$ cat src/hdl/light_window_and_pump_cycle_timer_macros.svh
// assertion macros shared by the timer modules
`ifndef LIGHT_WINDOW_AND_PUMP_CYCLE_TIMER_MACROS_SVH
`define LIGHT_WINDOW_AND_PUMP_CYCLE_TIMER_MACROS_SVH

// same-cycle implication
`define LWPT_ASSERT_NOW(label, clk, rst, cond, prop) \
   label: assert property (@(posedge clk) disable iff (rst) (cond) |-> (prop)) \
      else $error("lwpt assertion failed");

// next-cycle implication
`define LWPT_ASSERT_NEXT(label, clk, rst, cond, prop) \
   label: assert property (@(posedge clk) disable iff (rst) (cond) |=> (prop)) \
      else $error("lwpt assertion failed");

`endif

$ cat src/hdl/lwpt_pkg.sv
package lwpt_pkg;

   localparam int SECS_PER_MIN = 60;

   localparam int SEC_W    = 17;
   localparam int CYCLE_W  = 11;
   localparam int CSR_IDX_W = 3;
   localparam int CSR_DATA_W = 11;

   localparam logic [CYCLE_W-1:0] CYCLE_MAX = '1;

   typedef enum logic [CSR_IDX_W-1:0] {
      CSR_LIGHT_START   = 3'd0,
      CSR_LIGHT_LENGTH  = 3'd1,
      CSR_GROW_MARGIN   = 3'd2,
      CSR_PUMP_ON_LIT   = 3'd3,
      CSR_PUMP_OFF_LIT  = 3'd4,
      CSR_PUMP_ON_DARK  = 3'd5,
      CSR_PUMP_OFF_DARK = 3'd6
   } csr_index_type;

   typedef struct packed {
      logic [10:0] light_start_minute;
      logic [10:0] light_length_minutes;
      logic [9:0]  grow_margin_minutes;
      logic [9:0]  pump_on_lit;
      logic [9:0]  pump_off_lit;
      logic [9:0]  pump_on_dark;
      logic [9:0]  pump_off_dark;
   } cfg_type;

   localparam cfg_type CFG_RESET = '{
      light_start_minute:   11'd360,
      light_length_minutes: 11'd960,
      grow_margin_minutes:  10'd60,
      pump_on_lit:          10'd1,
      pump_off_lit:         10'd10,
      pump_on_dark:         10'd1,
      pump_off_dark:        10'd20
   };

   typedef struct packed {
      logic main_light;
      logic grow_light;
   } light_type;

endpackage

$ cat src/hdl/lwpt_csr.sv
module lwpt_csr
   import lwpt_pkg::*;
(
   input  logic                  clock,
   input  logic                  reset,
   input  logic                  csr_write_enable,
   input  logic [CSR_IDX_W-1:0]  csr_index,
   input  logic [CSR_DATA_W-1:0] csr_write_data,
   output cfg_type               cfg
);

   cfg_type cfg_ff;
   cfg_type cfg_in;

   always_comb begin
      cfg_in = cfg_ff;
      if (csr_write_enable) begin
         case (csr_index)
            CSR_LIGHT_START:   cfg_in.light_start_minute   = csr_write_data;
            CSR_LIGHT_LENGTH:  cfg_in.light_length_minutes = csr_write_data;
            CSR_GROW_MARGIN:   cfg_in.grow_margin_minutes  = csr_write_data[9:0];
            CSR_PUMP_ON_LIT:   cfg_in.pump_on_lit          = csr_write_data[9:0];
            CSR_PUMP_OFF_LIT:  cfg_in.pump_off_lit         = csr_write_data[9:0];
            CSR_PUMP_ON_DARK:  cfg_in.pump_on_dark         = csr_write_data[9:0];
            CSR_PUMP_OFF_DARK: cfg_in.pump_off_dark        = csr_write_data[9:0];
            default:           cfg_in = cfg_ff;
         endcase
      end
   end

   always_ff @(posedge clock) begin
      if (reset) begin
         cfg_ff <= CFG_RESET;
      end else begin
         cfg_ff <= cfg_in;
      end
   end

   assign cfg = cfg_ff;

endmodule

$ cat src/hdl/lwpt_window.sv
module lwpt_window
   import lwpt_pkg::*;
(
   input  logic [SEC_W-1:0] second_of_day,
   input  cfg_type          cfg,
   output light_type        lights
);

   logic [16:0] t_on;
   logic [17:0] t_off;
   logic [15:0] margin;
   logic [17:0] now_ext;

   always_comb begin
      t_on    = 17'(cfg.light_start_minute) * 17'(SECS_PER_MIN);
      t_off   = 18'(t_on) + 18'(cfg.light_length_minutes) * 18'(SECS_PER_MIN);
      margin  = 16'(cfg.grow_margin_minutes) * 16'(SECS_PER_MIN);
      now_ext = 18'(second_of_day);
      lights.main_light = (18'(t_on) <= now_ext) && (t_off >= now_ext);
      // signed form rearranged so that nothing goes negative
      lights.grow_light = ((18'(t_on) + 18'(margin)) <= now_ext)
                       && (t_off >= (now_ext + 18'(margin)));
   end

endmodule

$ cat src/hdl/lwpt_pump.sv
`include "light_window_and_pump_cycle_timer_macros.svh"

module lwpt_pump
   import lwpt_pkg::*;
(
   input  logic    clock,
   input  logic    reset,
   input  logic    advance,
   input  logic    main_on,
   input  cfg_type cfg,
   output logic    pump_next
);

   logic               pump_ff;
   logic               pump_in;
   logic [CYCLE_W-1:0] cycle_ff;
   logic [CYCLE_W-1:0] cycle_in;
   logic [9:0]         run_lim;
   logic [9:0]         rest_lim;
   logic               toggle;
   logic [CYCLE_W-1:0] cycle_base;

   always_comb begin
      run_lim    = main_on ? cfg.pump_on_lit  : cfg.pump_on_dark;
      rest_lim   = main_on ? cfg.pump_off_lit : cfg.pump_off_dark;
      toggle     = pump_ff ? (CYCLE_W'(run_lim) <= cycle_ff)
                           : (CYCLE_W'(rest_lim) <= cycle_ff);
      pump_next  = pump_ff ^ toggle;
      cycle_base = toggle ? '0 : cycle_ff;
      // counter saturates at its top value
      cycle_in   = (cycle_base != CYCLE_MAX) ? cycle_base + CYCLE_W'(1) : cycle_base;
      pump_in    = pump_next;
   end

   always_ff @(posedge clock) begin
      if (reset) begin
         pump_ff  <= 1'b0;
         cycle_ff <= '0;
      end else if (advance) begin
         pump_ff  <= pump_in;
         cycle_ff <= cycle_in;
      end
   end

   `LWPT_ASSERT_NEXT(a_cycle_nonzero, clock, reset, advance, cycle_ff != '0)
   `LWPT_ASSERT_NEXT(a_hold_idle, clock, reset, !advance, $stable(pump_ff) && $stable(cycle_ff))
   `LWPT_ASSERT_NEXT(a_toggle_restart, clock, reset, advance && toggle, cycle_ff == CYCLE_W'(1))

endmodule

$ cat src/hdl/light_window_and_pump_cycle_timer.sv
// light window and pump cycle timer
// req channel: one beat per minute tick, carrying req_second_of_day
// rsp channel: one beat per tick with rsp_main_light, rsp_grow_light and
//   rsp_pump_running (pump relay state after that tick)
// csr port: csr_write_enable writes csr_write_data into register csr_index
//   on the same edge; indexes beyond the last register are ignored
// a tick taken on the req channel sits in the input register, is evaluated
//   combinationally and lands in the result register, from which it leaves on
//   the rsp channel
// throughput is one tick per cycle while rsp_stall stays low: the input and
//   result registers form a two-entry pipeline and the pump counter updates
//   once per tick as it moves into the result register
// req_stall rises only when both registers are full and rsp_stall is high;
//   a stalled result holds and the pump state does not move
// reset (synchronous) empties both registers, loads the default schedule
//   and leaves the pump off with its cycle counter at zero
`include "light_window_and_pump_cycle_timer_macros.svh"

module light_window_and_pump_cycle_timer
   import lwpt_pkg::*;
(
   input  logic                  clock,
   input  logic                  reset,
   input  logic                  req_valid,
   output logic                  req_stall,
   input  logic [SEC_W-1:0]      req_second_of_day,
   output logic                  rsp_valid,
   input  logic                  rsp_stall,
   output logic                  rsp_main_light,
   output logic                  rsp_grow_light,
   output logic                  rsp_pump_running,
   input  logic                  csr_write_enable,
   input  logic [CSR_IDX_W-1:0]  csr_index,
   input  logic [CSR_DATA_W-1:0] csr_write_data
);

   cfg_type          cfg;
   light_type        lights;
   logic             pump_next;

   logic             in_valid_ff;
   logic             in_valid_in;
   logic [SEC_W-1:0] in_sec_ff;
   logic             out_valid_ff;
   logic             out_valid_in;
   light_type        out_lights_ff;
   logic             out_pump_ff;
   logic             out_free;
   logic             advance;
   logic             req_take;

   lwpt_csr u_csr (
      .clock            (clock),
      .reset            (reset),
      .csr_write_enable (csr_write_enable),
      .csr_index        (csr_index),
      .csr_write_data   (csr_write_data),
      .cfg              (cfg)
   );

   lwpt_window u_window (
      .second_of_day (in_sec_ff),
      .cfg           (cfg),
      .lights        (lights)
   );

   lwpt_pump u_pump (
      .clock     (clock),
      .reset     (reset),
      .advance   (advance),
      .main_on   (lights.main_light),
      .cfg       (cfg),
      .pump_next (pump_next)
   );

   always_comb begin
      out_free     = !out_valid_ff || !rsp_stall;
      advance      = in_valid_ff && out_free;
      req_stall    = in_valid_ff && !out_free;
      req_take     = req_valid && !req_stall;
      in_valid_in  = req_take || (in_valid_ff && !advance);
      out_valid_in = advance || (out_valid_ff && rsp_stall);
   end

   always_ff @(posedge clock) begin
      if (reset) begin
         in_valid_ff  <= 1'b0;
         out_valid_ff <= 1'b0;
      end else begin
         in_valid_ff  <= in_valid_in;
         out_valid_ff <= out_valid_in;
      end
   end

   always_ff @(posedge clock) begin
      if (req_take) begin
         in_sec_ff <= req_second_of_day;
      end
      if (advance) begin
         out_lights_ff <= lights;
         out_pump_ff   <= pump_next;
      end
   end

   assign rsp_valid        = out_valid_ff;
   assign rsp_main_light   = out_lights_ff.main_light;
   assign rsp_grow_light   = out_lights_ff.grow_light;
   assign rsp_pump_running = out_pump_ff;

   `LWPT_ASSERT_NOW(a_stall_full, clock, reset, req_stall, in_valid_ff && out_valid_ff && rsp_stall)

endmodule

$ cat config.mk
export PLATFORM = sky130hd
export DESIGN_NAME = light_window_and_pump_cycle_timer
export DESIGN_NICKNAME = d
export VERILOG_FILES = /design/src/hdl/lwpt_pkg.sv /design/src/hdl/lwpt_csr.sv /design/src/hdl/lwpt_window.sv /design/src/hdl/lwpt_pump.sv /design/src/hdl/light_window_and_pump_cycle_timer.sv
export VERILOG_INCLUDE_DIRS = /design/src /design/src/hdl
export SDC_FILE = /design/constraint.sdc
export NUM_CORES = 1
export LEC_CHECK = 0
export BUFFER_PORTS_ARGS = -buffer_cell sky130_fd_sc_hd__buf_2
export CORE_MARGIN = 2
export CORE_UTILIZATION = 55
export DETAILED_ROUTE_END_ITERATION = 8
export PLACE_DENSITY = 0.84
export RECOVER_POWER = 100
export SLEW_MARGIN = 20
export SYNTH_ARGS = -nofsm -noshare
export SYNTH_HDL_FRONTEND = slang
export SYNTH_SLANG_ARGS = --single-unit
$ cat constraint.sdc
create_clock -name clock -period 9.7 [get_ports clock]
set_input_delay 0.485 -clock clock [delete_from_list [all_inputs] [get_ports clock]]
set_output_delay 0.485 -clock clock [all_outputs]
set_load 0.05 [all_outputs]
# Yosys cells after proc, flatten, opt, wreduce, memory -nomap -nowiden
# Index checks and enable logic that the tools add are counted.
# Widths: inputs -> output; s select.
# classes
addsub	4
n_mul	3
order_cmp	6
n_eq_ne	7
n_mux	5
bitwise_logic	1
reduce_logical	23
# op_table
cell	count
$add 17x16->18	2
$mul 11x4->15 const B	2
$le 10x11->1	2
$mux 11	2
$mux 10	2
$add 17x17->18	1
$ge 18x17->1	1
$ge 18x18->1	1
$le 18x17->1	1
$le 17x17->1	1
$mul 10x4->14 const B	1
$reduce_and 2->1	7
$add 11x1->11 const B	1
$ne 11x11->1 const B	1
$eq 3x3->1 const B	3
$logic_and 1x1->1	7
$eq 3x2->1 const B	2
$logic_not 1->1	5
$eq 3x1->1 const B	1
$logic_not 3->1	1
$logic_or 1x1->1	3
$mux 1	1
$xor 1x1->1	1
# word_totals
regBits	106
in_bits	36
out_inout_bits	5
wordCells	64

# Logic depth before layout (Yosys ltp)
# depth
word_depth	10
ltp_mapped	43
ltp_nobuf	41

# By module
# Synthesis repeated with hierarchy kept, for this count alone.
# unflattened
hier_cells	1181
area_unflattened_um2	11015.6
# modules_own_cells
module	n_inst	cells_per_inst	area_each_um2	seq_area_each_um2
lwpt_window	1	721	6124.6	0.0
lwpt_csr	1	263	2842.7	1441.4
lwpt_pump	1	167	1361.3	240.2
light_window_and_pump_cycle_timer	1	30	686.9	640.6

# Worst setup path before layout
# No wires, ideal clock.
# synth_path
path_type	register to register
startpoint	reg u_csr.cfg_ff, in the netlist u_csr.cfg[52]
endpoint	reg u_pump.cycle_ff[10]
setup_time_ps	119
arrival_ps	8168
required_time_ps	9581
setup_slack_ps	1413
stages_incl_launch_ff	43
n_path_buf	3
synth_period_minus_slack_ps	8287
path_cell_list	dfxtp_1 > inv_1 > fa_1 > fa_1 > inv_1 > ha_1 > a211oi_1 > o21ai_0 > and3_1 > o21a_1 > o21a_1 > o21a_1 > nor2_1 > xnor2_1 > ha_1 > clkbuf_1 > nor3_1 > a311oi_1 > (+7 left out) > buf_12 > mux2_4 > ha_1 > a21o_1 > a21o_1 > a21o_1 > a21oi_1 > nor2_1 > o21ai_0 > clkbuf_1 > nand2_1 > and2_1 > ha_1 > and3_1 > and3_1 > nand3_1 > nor4_1 > o221a_2
# synth_via
elab_chain_cells	10
elab_cells_between_ends	13
cone_classes	add/sub: 2; mul: 1; order compare: 3; eq/ne: 1; mux: 5; reduce/logical: 1
# synth_rtl
element	line_no	text
start: declaration	lwpt_csr.sv:12	cfg_type cfg_ff;
start signal: assignment	lwpt_csr.sv:35	cfg_ff <= cfg_in;
$mul 11x4->15 *	lwpt_window.sv:16	t_off = 18'(t_on) + 18'(cfg.light_length_minutes) * 18'(SECS_PER_MIN);
$add 17x17->18 *	lwpt_window.sv:16	
$ge 18x17->1 *	lwpt_window.sv:19	lights.main_light = (18'(t_on) <= now_ext) && (t_off >= now_ext);
$logic_and 1x1->1 *	lwpt_window.sv:19	
$mux 10, on equally long branches	lwpt_pump.sv:25, lwpt_pump.sv:24	
$le 10x11->1, on equally long branches	lwpt_pump.sv:27, lwpt_pump.sv:26	
$mux 1 *	lwpt_pump.sv:26	toggle = pump_ff ? (CYCLE_W'(run_lim) <= cycle_ff)
$mux 11 *	lwpt_pump.sv:29	cycle_base = toggle ? '0 : cycle_ff;
$add 11x1->11 / $ne 11x11->1 (equally long branches)	lwpt_pump.sv:31	cycle_in = (cycle_base != CYCLE_MAX) ? cycle_base + CYCLE_W'(1) : cycle_base;
$mux 11 *	lwpt_pump.sv:31	
end signal: assignment	lwpt_pump.sv:41	cycle_ff <= cycle_in;
end: declaration	lwpt_pump.sv:16	logic [CYCLE_W-1:0] cycle_ff;
# Mark *: on every way between the ends. The rest lies on a longest branch, timed or not.
# A chain may end at the register's enable or synchronous reset.

# Worst setup path in the final report
# layout_path
startpoint	reg u_csr.cfg_ff, in the netlist u_csr.cfg[50]
endpoint	reg u_pump.cycle_ff[8]
# Same word-level chain as after synthesis.

==> summary.txt <==
Final Hold Vio Count: 0
Number of port buffers: 40
Clk slew on worst S/H paths: 90 ps
Htree depth: 3
Top delay family on crit path: compound AO/OA/AOI/OAI gates
WS Path Type: flip-flop to flip-flop
Unrepaired setup endpoints after global routing: false
Finished Layout Cells: 1,553
Placed cell count: 1,537
# rows: 51
Top cells by area, synth: ha_1 (20%), dfxtp_1 (16%), fa_1 (11%)
Crit path DAT: 9080 ps
Synthesized flop and latch total: 106
Layout area overhead: 6.81%
First-pass GRT wire length: 44.1 mm
Most used cell, CP: o21a_1
Die Width: 145 µm
Critical path capture point type: flip-flop
Synth warn: 0
Max-slew violations: 93
Register Area: 2320 µm²
Core Box Area: 19,500 µm²
Final Critical Period: 8950 ps
Max-cap violation count: 2
Status: finished with violations
Seq/Total Area, Yosys: 0.213
Drt first-iter violations: 814
WP buf/inv: 1
Fill cell count: 1,640
CTS resizes: 0
TritonCTS Sinks: 106
Peak supply drop: 0.000176 V
Layout cells sized above 1: 0.0745
PwrDens: 226 nW/µm²
Area taken by multi-input logic gates: 8040 µm²
Vias in the first global route: 8,900
Syn Nets: 1,524
Final Skew: 14.1 ps
First-pass iteration count of the detailed router: 5
Largest area contributor in the netlist: ha_1
Top cell type's share of synthesized area: 0.202
CTS Buf Count: 9
Failing checks: max-capacitance violations, max-slew violations
Slew @ Worst Pin: 3280 ps
Top-Level Pins: 41
CP max stage delay: 630 ps
Max Freq: 112 MHz
Final setup fails: 0
Syn Std Cell Area: 10,900 µm²
Gr usage total: 0.267
HPWL Detailed: 21.3 mm
Post-CTS Setup Bufs: 0
Crit path max-delay cell type: fa_1
Top FF cell, synth: dfxtp_1
Min-delay worst type: primary input to flip-flop
Cells after synthesis: 1,254
Clk buf depth: 2
Largest net degree at the start of global routing: 75
Lkg Pwr: 0.00532 µW
Most common cell in the netlist: nand2_1
Worst skew pair latency: 370 ps
Synth cell count leaders: nand2_1 (178), ha_1 (176), inv_1 (113), a21oi_1 (110), dfxtp_1 (86)
EDFF count, synth: 20
CTS root buf: clkbuf_16
Vias/cell: 6.01
Die Span Y: 145 µm
Average instance area after synthesis: 8.70 µm²
Starting Density: 0.560
WP data required: 9830 ps
# diodes: 0
Routed vias: 9,337
CP max FO: 21
Setup TNS: 0 ps
Pwr Total: 2640 µW
WL final: 27.4 mm
DRC Markers: 0
Initial antenna violation count: 0
Hold-fix buffers, CTS: 0
Final Hold Slack: 282 ps
TritonCTS clock tree: built
Layout net count: 1,553
WL/cell: 17.6 µm
Final cycle utilization of the critical path: 0.923
Max transition margin: -1.19
Async SR Flop Fraction: 0
Die Footprint: 21,000 µm²
Crit start category: flip-flop
Yosys cell types: 78
GR Overflow Total: 0
Post-route ant nets: 0
Routability cong.: 0.926
==> stage by stage <==
step / setup slack (ps) / utilization / area (µm²)
finish: 747 / 0.599 / 11600
global route: 87.3 / 0.599 / 11600
CTS: 866 / 0.599 / 11700
detailed placement: 921 / 0.583 / 11300
global placement: 1120 / 0.583 / 11300
floorplan: 1410 / - / 10900
==> per-layer routing <==
metal,up-vias,share of wire,track usage
met5,-,0,0
met4,0,0.035,0.105
met3,73,0.067,0.0306
met2,345,0.47,0.445
met1,4406,0.43,0.354
li1,4513,-,-
==> area by class of cell <==
type,instances,area share
clock buffers,9,0.0193
repair buffers,44,0.0189
clock inverters,7,0.00784
inverters,113,0.0364
flip-flops and latches,106,0.199
well taps,265,0.0285
multi-input cells,1009,0.690
==> logic make-up (layout without fill, tap and decap cells) <==
kind of cell	after synthesis	count (layout)	share of synthesized area
muxes	20	20	0.0263
and+or+nand+nor	382	382	0.161
DFF	106	106	0.213
xor gates and xnor gates	58	58	0.0466
AOI/OAI and AO/OA	315	315	0.194
adders and majority gates	234	234	0.308
buffers and inverters	139	173	0.0508
==> sequential cells by signal, summed over array words and instances (netlist names) <==
signal / count
in_valid_ff: 1
u_pump.pump_ff: 1
u_csr.cfg: 72
rsp_valid: 1
u_pump.cycle_ff: 11
in_sec_ff: 17
rsp_pump_running: 1
rsp_grow_light: 1
rsp_main_light: 1
==> where the power goes <==
group | switching, µW | total, µW | internal (µW) | leakage, µW
clock | 212 | 400 | 188 | 0.000152
combinational | 987 | 1750 | 758 | 0.00427
sequential | 15.5 | 490 | 475 | 0.000892
total | 1210 | 2640 | 1420 | 0.00532
==> layout by cell type (no fill, tap or decap), drive strengths merged, types with 20 or more instances in the layout <==
| cell type | instances |
|---|---|
| o21ai | 46 |
| nand3 | 35 |
| xnor2 | 39 |
| nand2 | 178 |
| buf | 38 |
| a21oi | 110 |
| edfxtp | 20 |
| ha | 176 |
| dfxtp | 86 |
| a21o | 30 |
| nor3 | 32 |
| o21a | 24 |
| inv | 116 |
| nor2 | 61 |
| fa | 58 |
==> final timing paths <==
kind                              start            endpoint  slack [ps]  cells after the start
setup reg to reg          u_csr.cfg[50]  u_pump.cycle_ff[8]         750                     39
hold reg to reg           u_csr.cfg[55]       u_csr.cfg[55]         460                      2
hold / removal    req_second_of_day[13]       in_sec_ff[13]         280                      1
setup / recovery          u_csr.cfg[50]  u_pump.cycle_ff[8]         750                     39
(Power assumes the default switching activity.)
